<file path="config.mk">
export PLATFORM = sky130hd
export DESIGN_NAME = gqg_divider
export DESIGN_NICKNAME = d
export VERILOG_FILES = /design/src/rtl/gqg_pkg.sv /design/src/rtl/gqg_divider.sv
export SDC_FILE = /design/constraint.sdc
export NUM_CORES = 1
export LEC_CHECK = 0
export BUFFER_PORTS_ARGS = -buffer_cell sky130_fd_sc_hd__buf_4
export CELL_PAD_IN_SITES_DETAIL_PLACEMENT = 1
export CELL_PAD_IN_SITES_GLOBAL_PLACEMENT = 1
export CORE_MARGIN = 5
export CORE_UTILIZATION = 37
export CTS_CLUSTER_SIZE = 20
export DETAILED_ROUTE_END_ITERATION = 7
export PLACE_DENSITY = 0.81
export SYNTH_ARGS = -nofsm -noshare
export SYNTH_HDL_FRONTEND = slang
export SYNTH_SLANG_ARGS = --single-unit
</file>
<file path="constraint.sdc">
create_clock -name clk -period 3.76 [get_ports clk]
set_input_delay 1.128 -clock clk [delete_from_list [all_inputs] [get_ports clk]]
set_output_delay 1.128 -clock clk [all_outputs]
set_load 0.01 [all_outputs]
</file>
<file path="src/rtl/gqg_pkg.sv">
package gqg_pkg;

	// metric word positions inside one glyph record
	localparam logic [2:0] M_LEFT   = 3'd0;
	localparam logic [2:0] M_TOP    = 3'd1;
	localparam logic [2:0] M_WIDTH  = 3'd2;
	localparam logic [2:0] M_HEIGHT = 3'd3;
	localparam logic [2:0] M_ADV_X  = 3'd4;
	localparam logic [2:0] M_ADV_Y  = 3'd5;
	localparam logic [2:0] M_U      = 3'd6;
	localparam logic [2:0] M_V      = 3'd7;

	localparam logic FUNC_WRITE = 1'b0;
	localparam logic FUNC_CHAR  = 1'b1;

	localparam logic REG_ATLAS_W = 1'b0;
	localparam logic REG_ATLAS_H = 1'b1;

	localparam int ATLAS_W_BITS = 13;
	localparam logic [ATLAS_W_BITS-1:0] ATLAS_RESET = 13'd256;

	// request to the divider
	typedef struct packed {
		logic                           go;
		logic signed [31:0]             dividend;
		logic [ATLAS_W_BITS-1:0]        divisor;
	} div_req_t;

	// answer from the divider
	typedef struct packed {
		logic                           done;
		logic signed [31:0]             quotient;
	} div_rsp_t;

	// clamp a wide signed value to signed 32 bits
	function automatic logic signed [31:0] sat32(input logic signed [47:0] v);
		logic signed [31:0] r;
		if (v > 48'sh0000_7FFF_FFFF)
			r = 32'sh7FFF_FFFF;
		else if (v < -48'sh0000_8000_0000)
			r = -32'sh8000_0000;
		else
			r = v[31:0];
		return r;
	endfunction

	// saturating signed 32-bit add or subtract
	function automatic logic signed [31:0] sat_add(input logic signed [31:0] a,
			input logic signed [31:0] b, input logic sub);
		logic signed [32:0] s;
		if (sub)
			s = 33'(a) - 33'(b);
		else
			s = 33'(a) + 33'(b);
		return sat32(48'(s));
	endfunction

endpackage

</file>
<file path="src/rtl/gqg_divider.sv">
module gqg_divider (
	input  logic             clk,
	input  logic             arst_n,
	input  gqg_pkg::div_req_t req,
	output gqg_pkg::div_rsp_t rsp
);
	import gqg_pkg::*;

	logic                    run_q;
	logic [4:0]              cnt_q;
	logic                    neg_q;
	logic [31:0]             quo_q;
	logic [ATLAS_W_BITS-1:0] rem_q;
	logic [ATLAS_W_BITS-1:0] dvs_q;
	logic                    done_q;
	logic [ATLAS_W_BITS:0]   trial;
	logic                    fits;

	// one quotient bit per cycle, restoring
	assign trial = {rem_q, quo_q[31]};
	assign fits  = trial >= {1'b0, dvs_q};

	always_ff @(posedge clk or negedge arst_n) begin
		if (!arst_n) begin
			run_q  <= 1'b0;
			cnt_q  <= '0;
			done_q <= 1'b0;
		end else begin
			done_q <= 1'b0;
			if (req.go) begin
				run_q <= 1'b1;
				cnt_q <= '0;
			end else if (run_q) begin
				cnt_q <= cnt_q + 5'd1;
				if (cnt_q == 5'd31) begin
					run_q  <= 1'b0;
					done_q <= 1'b1;
				end
			end
		end
	end

	// datapath: magnitude in, sign fixed at the end
	always_ff @(posedge clk) begin
		if (req.go) begin
			neg_q <= req.dividend[31];
			quo_q <= req.dividend[31] ? 32'(-req.dividend) : req.dividend;
			rem_q <= '0;
			dvs_q <= (req.divisor == '0) ? ATLAS_W_BITS'(1) : req.divisor;
		end else if (run_q) begin
			quo_q <= {quo_q[30:0], fits};
			rem_q <= fits ? ATLAS_W_BITS'(trial - {1'b0, dvs_q})
			              : trial[ATLAS_W_BITS-1:0];
		end
	end

	assign rsp.done     = done_q;
	assign rsp.quotient = neg_q ? -$signed(quo_q) : $signed(quo_q);

endmodule

</file>
; Yosys cells after proc, flatten, opt, wreduce, memory -nomap -nowiden
; Cells that the tools add are included.
[totals]
regBits = 66
latchBits = 0
ramBits = 0
romBits = 0
input_bits = 48
word_cells = 28
mem_count = 0
[op_classes]
addsub = 4
mul = 0
div_mod_pow = 0
magnitude_cmp = 1
n_eq_ne = 1
shifts = 0
mux = 13
bitwise = 0
n_reduce_logical = 2
[op_table]
columns = cell, n
row1 = two-way mux 32 bit, 4
row2 = negator 32 bit, 2
row3 = greater-or-equal comparator 14 x 13 -> 1 bit, 1
row4 = zero test 13 bit, 1
row5 = two-way mux 13 bit, 1
row6 = subtractor 13 bit, 1
row7 = two-way mux 5 bit, 2
row8 = two-way mux 1 bit, 6
row9 = "adder 5 x 1 -> 5 bit, second input constant", 1
row10 = "== test 5 bit, second input constant", 1
row11 = nonzero test 2 bit, 1

; Depth between registers and ports, before layout
; Gate-level depths: netlist of the first run.
[depth]
ltp_word = 4
mapped_depth = 11

; Least setup slack after synthesis of the first run
; No wires, ideal clock.
[synth_path]
path_kind = register to output
startpoint = register quo_q[0]
endpoint = output port rsp[30] in the netlist's numbering
arrival_ns = 2.022
path_slack_ns = 0.610
path_stages_with_launch = 8
n_path_buf = 0
path_cell_list = edfxtp_1 > inv_1 > ha_1 > nand3_1 > or2_2 > or4_4 > o31ai_1 > xnor2_1
[synth_lines]
columns = element, line_no
row1 = from (decl), gqg_divider.sv:12  ; logic [31:0] quo_q;
row2 = from (signal assigned), gqg_divider.sv:47  ; quo_q <= req.dividend[31] ? 32'(-req.dividend) : req.dividend;
row3 = from (signal assigned), gqg_divider.sv:51  ; quo_q <= {quo_q[30:0], fits};
row4 = to (decl), gqg_divider.sv:5  ; output gqg_pkg::div_rsp_t rsp

==> results by group, run 1 <==
Status
  – Status: completed

Synth
  – Netlist cell types: 58
  – Largest family of logic cells by synthesized area: compound AO/OA/AOI/OAI gates
  – Seq/Total Area, Yosys: 38.6%
  – Synth top area share: 29.3%
  – Top cells by area, synth: edfxtp_1 (29%), xnor2_1 (7.1%), xor2_1 (5.9%)
  – Adder-Cell Fraction of Synth Area: 4.94%
  – Synthesized flop and latch total: 66
  – Mux contribution to synthesized area: 3.64%
  – Commonest cells in the netlist: nor2_1 (61), edfxtp_1 (46), nand2_1 (41)
  – Post-Syn Area: 4710 um2
  – Post-synthesis xor/xnor area fraction: 13.0%
  – Count leader, synth: nor2_1
  – Syn Inst Count: 513
  – Syn nets: 579
  – Ys flop type: edfxtp_1
  – Synth warnings: 0
  – Mean Syn Cell Area: 9.19 um2
  – Compound-gate portion of the synthesized area: 17.8%
  – Synth area leader: edfxtp_1
  – Synth Area in Simple Gates: 17.0%
  – Async set or reset register ratio after synthesis: 10.6%
  – Number of synthesized flops with an enable pin: 46

Power
  – Leak Pwr: 2.42 nW
  – Worst VDD drop: 197 uV
  – P per Cell Area: 409 nW/um2
  – Internal Pwr Total: 1.66 mW
  – Seq pwr share: 39.6%
  – Total Power Consumption: 2.39 mW
  – Logic gate share of total power: 27.9%
  – P_sw: 0.730 mW
  – Clk network pwr share: 32.5%
  – Sw Share: 30.6%

Place
  – Placed Area: 5430 um2
  – Global placer's final weighted congestion: 0.905
  – Dpl cells: 738
  – PortBufs: 80
  – DP Worst Slack: 0.286 ns
  – Post-DP HPWL: 9.75 mm

STA
  – Final setup violation count: 0
  – Clock skew: 0.00642 ns
  – Sum Neg Setup Slack: 0 ns
  – Final critical-path required period: 3.65 ns
  – Unrepaired setup endpoints after global routing: true
  – Worst rel slew slack: 58.1%
  – Worst Tran Pin Value: 0.622 ns
  – Count of final max-slew check failures: 0
  – Setup ws final: 0.112 ns
  – Final Hold Fails: 0
  – Tcrit/Tclk final: 97.0%
  – Max Fclk: 274 MHz

Critical path
  – Crit path max fanout: 5
  – Crit path kind: flop to primary output
  – WP data arrival: 2.52 ns
  – Worst reg2reg path depth: 11
  – Worst EP required: 2.63 ns
  – Worst Setup End Kind: primary output
  – Startpoint Class: flop

Final layout
  – Layout area overhead: 23.9%
  – Final #Nets: 653
  – Antenna diode count: 0
  – Multi-input logic area: 2710 um2
  – Fillers: 1468
  – Layout Cells excl Fill: 764
  – Share of cells above drive strength 1: 22.3%
  – Register Area: 1820 um2
  – Cell area after layout: 5840 um2

Routing
  – Via density: 5.35
  – Drc violations: 0
  – Routed len/inst: 16.8 um
  – Post-route ant nets: 0
  – Vias post-DR: 4087
  – DR iter-0 viols: 141
  – WL final: 12.9 mm
  – DRT Pass-1 Iters: 4

Clocking
  – Cts-stage hold buffer count: 0
  – Worst-Skew Late Latency: 0.34 ns
  – Clk root buf: clkbuf_16
  – H-tree depth: 3
  – Clock-pin slew on the worst setup and hold paths: 0.06 ns
  – Clock Sinks: 66
  – CTS max path bufs: 2
  – Number of CTS-inserted buffers: 9
  – TritonCTS clock tree: yes

GRT
  – Initial antenna violation count: 0
  – First-pass GRT wire length: 20.4 mm
  – Number of global-route vias before repair: 4163
  – Total track usage: 17.2%
  – Total gr overflow: 0
  – Pin count of the biggest net entering global routing: 45

Floorplanning
  – Rows: 41
  – Area of the core: 12600 um2
  – Die Ht: 123 um
  – Die width: 123 um
  – Initial Util: 37.5%
  – I/O pin count: 81
  – Die ar.: 15100 um2

Hold path
  – Worst hold-check path type: flop to flop
  – Min-Delay Path Depth: 2

Job
  – Max Cap Violations: 0
## final timing paths
kind	slack [ns]	from	end
max	0.11	quo_q[11]$_DFFE_PP_	rsp[31]
max reg2reg	0.70	quo_q[31]$_DFFE_PP_	rem_q[8]$_SDFFE_PP0P_
min reg2reg	0.49	rem_q[10]$_SDFFE_PP0P_	rem_q[10]$_SDFFE_PP0P_
max in group asynchronous	3.05	arst_n	cnt_q[3]$_DFFE_PN0P_
min in group asynchronous	0.59	arst_n	cnt_q[1]$_DFFE_PN0P_
min	0.49	rem_q[10]$_SDFFE_PP0P_	rem_q[10]$_SDFFE_PP0P_
## worst max-delay path: stages, from the launching register on
cell and delay, ns:
edfxtp_1 0.49, nor4_4 0.33, nand4bb_4 0.15, or2_4 0.28, or3_4 0.41, o41ai_4 0.23
xnor2_1 0.15, buf_4 0.14
## cells in the final DEF, fill, tap and decap left out, types with 3 or more instances in the layout
cell / instances
a211oi_1: 9
a21o_1: 4
a21oi_1: 35
buf_4: 96
clkbuf_1: 3
clkbuf_16: 9
dfrtp_1: 7
dfxtp_1: 13
edfxtp_1: 46
ha_1: 17
inv_1: 26
mux2i_1: 16
nand2_1: 41
nand2b_1: 4
nand3_1: 8
nand4_1: 4
nor2_1: 60
nor2b_1: 3
nor3_1: 5
nor4_1: 4
o211ai_1: 4
o21ai_0: 30
o21ai_1: 3
o31ai_1: 11
o31ai_2: 4
o41ai_1: 3
o41ai_2: 3
or3_1: 6
or4_1: 5
or4_4: 3
xnor2_1: 38
xor2_1: 32
## sequential cells by signal, indices dropped and copies added, names as in the netlist
name and flops:
rem_q 13, dvs_q 13, cnt_q 5, quo_q 32
run_q 1, done_q 1, neg_q 1
## through the flow
| step | utilization (%) | hold WS, ns |
|---|---|---|
| floorplan | - | 0.453 |
| global placement | 43.2 | 0.472 |
| detailed placement | 43.2 | 0.483 |
| CTS | 45.8 | 0.491 |
| global route | 46.5 | 0.520 |
| finish | 46.5 | 0.485 |
## per-layer routing
metal / wire length [um] / vias to the layer above / track usage [%]
met5: 0 / - / 0
met4: 197 / 0 / 5.74
met3: 567 / 17 / 3.69
met2: 6320 / 94 / 29.6
met1: 5780 / 1987 / 21.5
li1: - / 1989 / -
## layout make-up
class                      count  share of cell area, %
timing repair buffer          96                   12.3
clock buffer                  13                   4.29
inverter                      26                   1.67
sequential                    66                   31.1
multi-input combinational    388                   46.5
tap                          172                   3.69
clock inverter                 3                  0.429
## what timing repair did
action                                  CTS  global route
setup buffers                             3             7
endpoints found under the setup margin    8            12
pin swaps                                 0             5
resized for setup                         4             6
## power groups by stage
stage          clock network (mW)  logic (mW)  registers (mW)
2_1_floorplan                   0       0.395           0.932
3_3_place_gp                    0       0.614           0.952
3_5_place_dp                    0       0.637           0.959
4_1_cts                     0.798       0.651           0.943
5_1_grt                     0.827       0.731           0.955
6_report                    0.776       0.665           0.945
## cells by family after synthesis
logic type,count (synthesis)
and+or+nand+nor,159
AOI/OAI and AO/OA,124
xor gates and xnor gates,70
DFF,66
buffers and inverters,59
adders and majority gates,18
muxes,17
Note: power is estimated with default switching activity, not from simulation.
==> run 2, diff against run 1 <==
Settings changed: GPL_TIMING_DRIVEN set to 0, MAX_ROUTING_LAYER set to met4, PLACE_DENSITY 0.81 to 0.83.
Clock period 3.76 ns to 3.3 ns, I/O delays scaled along.
==> run 2 against run 1 <==
Critical path depth decreased by 1; highest routed layer unchanged; largest cell class unchanged; the run now ends with setup timing left; die area did not move; cell count increased by 5.8%; sequential power up 14%; clock-buffer cell count decreased by 3; largest power group unchanged; worst setup slack got worse by 0.40 ns; clock power increased by 38%; power up 25%; non-clock buffer count grew 44.
==> results by group, run 2 (synthesis results as in run 1) <==
Final layout
  – Most frequent cells in the layout: buf_4 (103), nor2_1 (59), edfxtp_1 (46)
  – Antenna diode count: 0
  – Final #Nets: 697
  – Core Util, Final: 49.5%
  – Most common cell after layout, fill and taps aside: buf_4
  – Largest register FFs: 32
  – Biggest register: quo_q
  – Largest registers: quo_q (32), dvs_q (13), rem_q (13)
  – Fillers: 1445
  – Layout area overhead: 31.9%
  – Share of cells above drive strength 1: 26.6%
  – Cell area after layout: 6220 um2

Place
  – Placed Area: 5530 um2
  – Global placer's final weighted congestion: 0.929
  – PortBufs: 80
  – Post-DP HPWL: 10.8 mm
  – DP Worst Slack: -0.108 ns

Routing
  – Vias post-DR: 4469
  – WL final: 15.9 mm
  – Top Metal Used: met4
  – Post-route ant nets: 0
  – Met2 wire length: 8.07 mm
  – Via density: 5.53
  – DR iter-0 viols: 273
  – DRT Pass-1 Iters: 5
  – Routed len/inst: 19.7 um
  – Met3 Wirelength: 903 um
  – Drc violations: 0
  – M1 wire length: 6.50 mm

STA
  – Setup ws final: -0.287 ns
  – Worst Tran Pin Value: 1.34 ns
  – Final critical-path required period: 3.59 ns
  – Worst rel slew slack: 10.6%
  – Final setup violation count: 16
  – Max Fclk: 279 MHz
  – Unrepaired setup endpoints after global routing: true
  – Hold slack: 0.448 ns
  – Clock skew: 0.00963 ns
  – Final Hold Fails: 0
  – Count of final max-slew check failures: 0
  – Tcrit/Tclk final: 109%

Critical path
  – WP data arrival: 2.60 ns
  – Crit-path cells: nand4b_1 > or3_4 > or4_4 > o31ai_1 > xnor2_1 > buf_4
  – Reg2Reg Setup Slack: 0.32 ns
  – Startpoint Class: flop
  – Worst EP required: 2.31 ns
  – Crit path max fanout: 5
  – Slowest-stage cell, CP: or4_4
  – Crit path kind: flop to primary output
  – CP max stage delay: 0.50 ns
  – Worst Setup End Kind: primary output

Clocking
  – Worst-Skew Late Latency: 0.34 ns
  – TritonCTS clock tree: yes
  – CTS max path bufs: 2
  – Clock-pin slew on the worst setup and hold paths: 0.06 ns
  – Clk root buf: clkbuf_16
  – Number of CTS-inserted buffers: 9
  – Clock Sinks: 66
  – H-tree depth: 3

GRT
  – Initial antenna violation count: 0
  – Total gr overflow: 0
  – Number of global-route vias before repair: 4736
  – Total track usage: 21.9%
  – Pin count of the biggest net entering global routing: 33
  – First-pass GRT wire length: 24.9 mm

Status
  – Failing checks: setup timing
  – Status: complete, but fails checks

Floorplanning
  – Die Ht: 123 um
  – Die width: 123 um
  – I/O pin count: 81
  – Die ar.: 15100 um2
  – Area of the core: 12600 um2
  – Initial Util: 37.5%
  – Rows: 41

Power
  – Logic gate share of total power: 28.0%
  – Worst VDD drop: 264 uV
  – Internal Pwr Total: 2.07 mW
  – P per Cell Area: 479 nW/um2
  – P_sw: 0.911 mW
  – Clk network pwr share: 35.8%
  – Leak Pwr: 2.58 nW
  – Total Power Consumption: 2.98 mW
  – Seq pwr share: 36.2%
  – Sw Share: 30.6%

Hold path
  – Worst hold-check path type: input port to asynchronous set/reset pin

Job
  – Max Cap Violations: 0
[run 2: cell count changes in the layout (fill, tap and decap cells not counted), moves of 2 or more]
cell / change
buf_6: +7
xnor2_2: +2
o21ai_2: +7
buf_4: +7
clkbuf_1: +21
o21ai_1: -2
o21ai_0: -6
inv_2: +2
buf_1: +6
xnor2_1: -2
inv_1: -2
nand2_1: -2
bufinv_16: +2
[run 2: final cells by class]
cell class / count / area [um2] / area share (%)
multi-input cells: 388 / 2790 / 44.9
flip-flops and latches: 66 / 1820 / 29.2
repair buffers: 107 / 826 / 13.3
clock buffers: 10 / 239 / 3.84
well taps: 172 / 215 / 3.46
plain buffers: 33 / 139 / 2.23
inverters: 26 / 97.6 / 1.57
clock inverters: 6 / 90.1 / 1.45
[run 2: through the flow]
step | TNS, ns | std cells
6_report | -3.12 | 808
5_1_grt | -4.87 | 808
4_1_cts | -2.43 | 802
3_5_place_dp | -0.394 | 765
3_3_place_gp | 0 | 765
2_1_floorplan | 0 | 513
[run 2: final timing paths]
| kind | cells past startpoint | endpoint | start |
|---|---|---|---|
| setup / recovery | 6 | rsp[15] | quo_q[4]$_DFFE_PP_ |
| hold / removal | 1 | cnt_q[0]$_DFFE_PN0P_ | arst_n |
| setup reg to reg | 11 | rem_q[2]$_SDFFE_PP0P_ | quo_q[31]$_DFFE_PP_ |
| hold reg to reg | 2 | rem_q[10]$_SDFFE_PP0P_ | rem_q[10]$_SDFFE_PP0P_ |
| max in group asynchronous | 1 | run_q$_DFF_PN0_ | arst_n |
| min in group clk | 2 | rem_q[10]$_SDFFE_PP0P_ | rem_q[10]$_SDFFE_PP0P_ |
[run 2: critical path, delay by kind of cell (launching register included)]
kind                      cells  cell delay (ns)
AOI/OAI and AO/OA             1             0.28
and+or+nand+nor               3             1.21
buffers and inverters         1             0.15
DFF                           1             0.45
xor gates and xnor gates      1             0.17
[run 2: power groups by stage]
stage	Clock [mW]	Combinational, mW	Sequential [mW]
3_5_place_dp	0	0.742	1.09
3_3_place_gp	0	0.712	1.09
6_report	1.07	0.833	1.08
2_1_floorplan	0	0.450	1.06
5_1_grt	1.12	0.905	1.09
4_1_cts	1.08	0.797	1.07
[run 2: what timing repair did]
action / CTS / global route
gates resized for setup: 29 / 17
setup buffers: 21 / 8
hold endpoints to repair: 0 / 0
setup endpoints to repair: 19 / 22
hold buffers: 0 / 0
pin swaps: 8 / 5
[run 2: layer usage]
| layer | track usage [%] | up-vias |
|---|---|---|
| met3 | 4.56 | 35 |
| met1 | 26.0 | 2200 |
| met2 | 36.6 | 156 |
| met4 | 8.19 | 0 |
| met5 | - | - |
| li1 | - | 2078 |
==> run 3, diff against run 2 <==
Settings changed: CORE_UTILIZATION 37 to 39, PLACE_DENSITY 0.83 to 0.87.
==> run 3 against run 2 <==
The run still ends with setup timing left; first-iteration DRC count grew 36%; critical endpoint is now rsp[31]; sequential share of layout area rose by 0.24 points; sequential power about the same; global-route usage down 0.34 points; utilization up 2.3 points; critical path type unchanged.
==> results by group, run 3 (synthesis results as in run 1) <==
Critical path
  – Worst Setup End Kind: primary output
  – Worst R2R Start: quo_q[31]$_DFFE_PP_
  – Startpoint Class: flop
  – Crit path max fanout: 4
  – CP max stage delay: 0.43 ns
  – WP data arrival: 2.59 ns
  – Worst reg2reg path depth: 11
  – Slowest-stage cell, CP: edfxtp_1
  – Buf+Inv Stages, Crit Path: 1
  – R2R Path End: rem_q[5]$_SDFFE_PP0P_
  – Family with the most delay on the worst path: simple AND/OR/NAND/NOR gates
  – Worst EP required: 2.31 ns
  – Crit-path cells: nor4_4 > nand4bb_4 > or2_4 > or3_4 > o41ai_4 > xnor2_2 > buf_4
  – Reg2Reg Setup Slack: 0.25 ns
  – Crit path kind: flop to primary output

Routing
  – Drc violations: 0
  – Top Metal Used: met4
  – Met3 Wirelength: 887 um
  – DR iter-0 viols: 370
  – Post-route ant nets: 0
  – Vias post-DR: 4411
  – DRT Pass-1 Iters: 5
  – Via density: 5.66
  – Met2 wire length: 8.21 mm
  – WL final: 15.7 mm
  – Routed len/inst: 20.2 um
  – M1 wire length: 6.42 mm

Status
  – Failing checks: setup timing
  – Status: complete, but fails checks

Power
  – Clk network pwr share: 34.9%
  – Sw Share: 30.5%
  – Logic gate share of total power: 28.7%
  – Seq pwr share: 36.3%
  – P_sw: 0.897 mW
  – P per Cell Area: 477 nW/um2
  – Internal Pwr Total: 2.05 mW
  – Total Power Consumption: 2.94 mW
  – Leak Pwr: 2.58 nW
  – Worst VDD drop: 232 uV

GRT
  – First-pass GRT wire length: 24.1 mm
  – Pin count of the biggest net entering global routing: 33
  – Total gr overflow: 0
  – Initial antenna violation count: 0
  – Total track usage: 21.6%
  – Number of global-route vias before repair: 4607

Final layout
  – Antenna diode count: 0
  – Layout area overhead: 30.9%
  – Share of cells above drive strength 1: 25.0%
  – Biggest register: quo_q
  – Most frequent cells in the layout: buf_4 (103), nor2_1 (60), edfxtp_1 (46)
  – Largest register FFs: 32
  – Most common cell after layout, fill and taps aside: buf_4
  – Largest registers: quo_q (32), dvs_q (13), rem_q (13)
  – Final #Nets: 694
  – Fillers: 1350

Place
  – PortBufs: 80
  – Post-DP HPWL: 10.9 mm
  – Global placer's final weighted congestion: 0.898
  – DP Worst Slack: -0.149 ns

STA
  – Tcrit/Tclk final: 108%
  – Setup ws final: -0.279 ns
  – Count of final max-slew check failures: 0
  – Clock skew: 0.00695 ns
  – Worst rel slew slack: 40.7%
  – Unrepaired setup endpoints after global routing: true
  – Final critical-path required period: 3.58 ns
  – Final setup violation count: 15
  – Max Fclk: 279 MHz
  – Worst Tran Pin Value: 0.889 ns
  – Final Hold Fails: 0

Floorplanning
  – Die ar.: 14400 um2
  – Area of the core: 11900 um2
  – Die Ht: 120 um
  – Rows: 40
  – Die width: 120 um
  – Initial Util: 39.6%
  – I/O pin count: 81

Clocking
  – H-tree depth: 3
  – Worst-Skew Late Latency: 0.34 ns
  – Clock Sinks: 66
  – TritonCTS clock tree: yes
  – CTS max path bufs: 2
  – Clk root buf: clkbuf_16
  – Clock-pin slew on the worst setup and hold paths: 0.06 ns
  – Number of CTS-inserted buffers: 9
  – Cts-stage hold buffer count: 0

Hold path
  – Worst hold-check path type: input port to asynchronous set/reset pin

Job
  – Max Cap Violations: 0
## run 3: area by class of cell
class | count | area, um2 | area share [%]
Multi-Input combinational cell | 388 | 2810 | 45.6
Sequential cell | 66 | 1820 | 29.5
Clock inverter | 5 | 78.8 | 1.28
Clock buffer | 11 | 233 | 3.77
Inverter | 26 | 97.6 | 1.58
Timing Repair Buffer | 104 | 808 | 13.1
Tap cell | 147 | 184 | 2.98
Buffer | 33 | 139 | 2.25
## run 3: repair_timing
item / CTS / global route
pin swaps: 7 / 9
resized for setup: 15 / 20
setup endpoints to repair: 20 / 21
hold endpoints to repair: 0 / 0
buffers inserted: 12 / 11
## run 3: worst max-delay path by stage
| stage | endpoint | start | depth (start not counted) | slack (ns) |
|---|---|---|---|---|
| 2_1_floorplan | rsp[30] | quo_q[0]$_DFFE_PP_ | 7 | 0.29 |
| 3_3_place_gp | rsp[30] | quo_q[0]$_DFFE_PP_ | 8 | -0.05 |
| 3_5_place_dp | rsp[30] | quo_q[0]$_DFFE_PP_ | 8 | -0.15 |
| 4_1_cts | rsp[31] | quo_q[11]$_DFFE_PP_ | 7 | -0.32 |
| 5_1_grt | rsp[31] | quo_q[10]$_DFFE_PP_ | 7 | -0.39 |
| 6_report | rsp[31] | quo_q[10]$_DFFE_PP_ | 7 | -0.28 |
## run 3: layer usage
layer / up-vias / global-route usage, %
li1: 2068 / -
met1: 2178 / 25.7
met2: 145 / 37.7
met3: 20 / 3.16
met4: 0 / 6.66
met5: - / -
## run 3: through the flow
stage | hold slack, ns | utilization [%] | area, um2 | TNS, ns | cells
finish | 0.452 | 51.8 | 6170 | -2.49 | 780
global route | 0.460 | 51.8 | 6170 | -4.15 | 780
CTS | 0.449 | 50.1 | 5970 | -2.86 | 768
detailed placement | 0.500 | 46.1 | 5500 | -0.888 | 740
global placement | 0.483 | 46.1 | 5500 | -0.0908 | 740
floorplan | 0.453 | - | 4710 | 0 | 513
## run 3: power by group through the flow
stage	clock (mW)	combinational, mW	sequential [mW]
5_1_grt	1.07	0.915	1.08
4_1_cts	1.03	0.796	1.07
3_5_place_dp	0	0.746	1.09
2_1_floorplan	0	0.450	1.06
6_report	1.03	0.846	1.07
3_3_place_gp	0	0.718	1.08
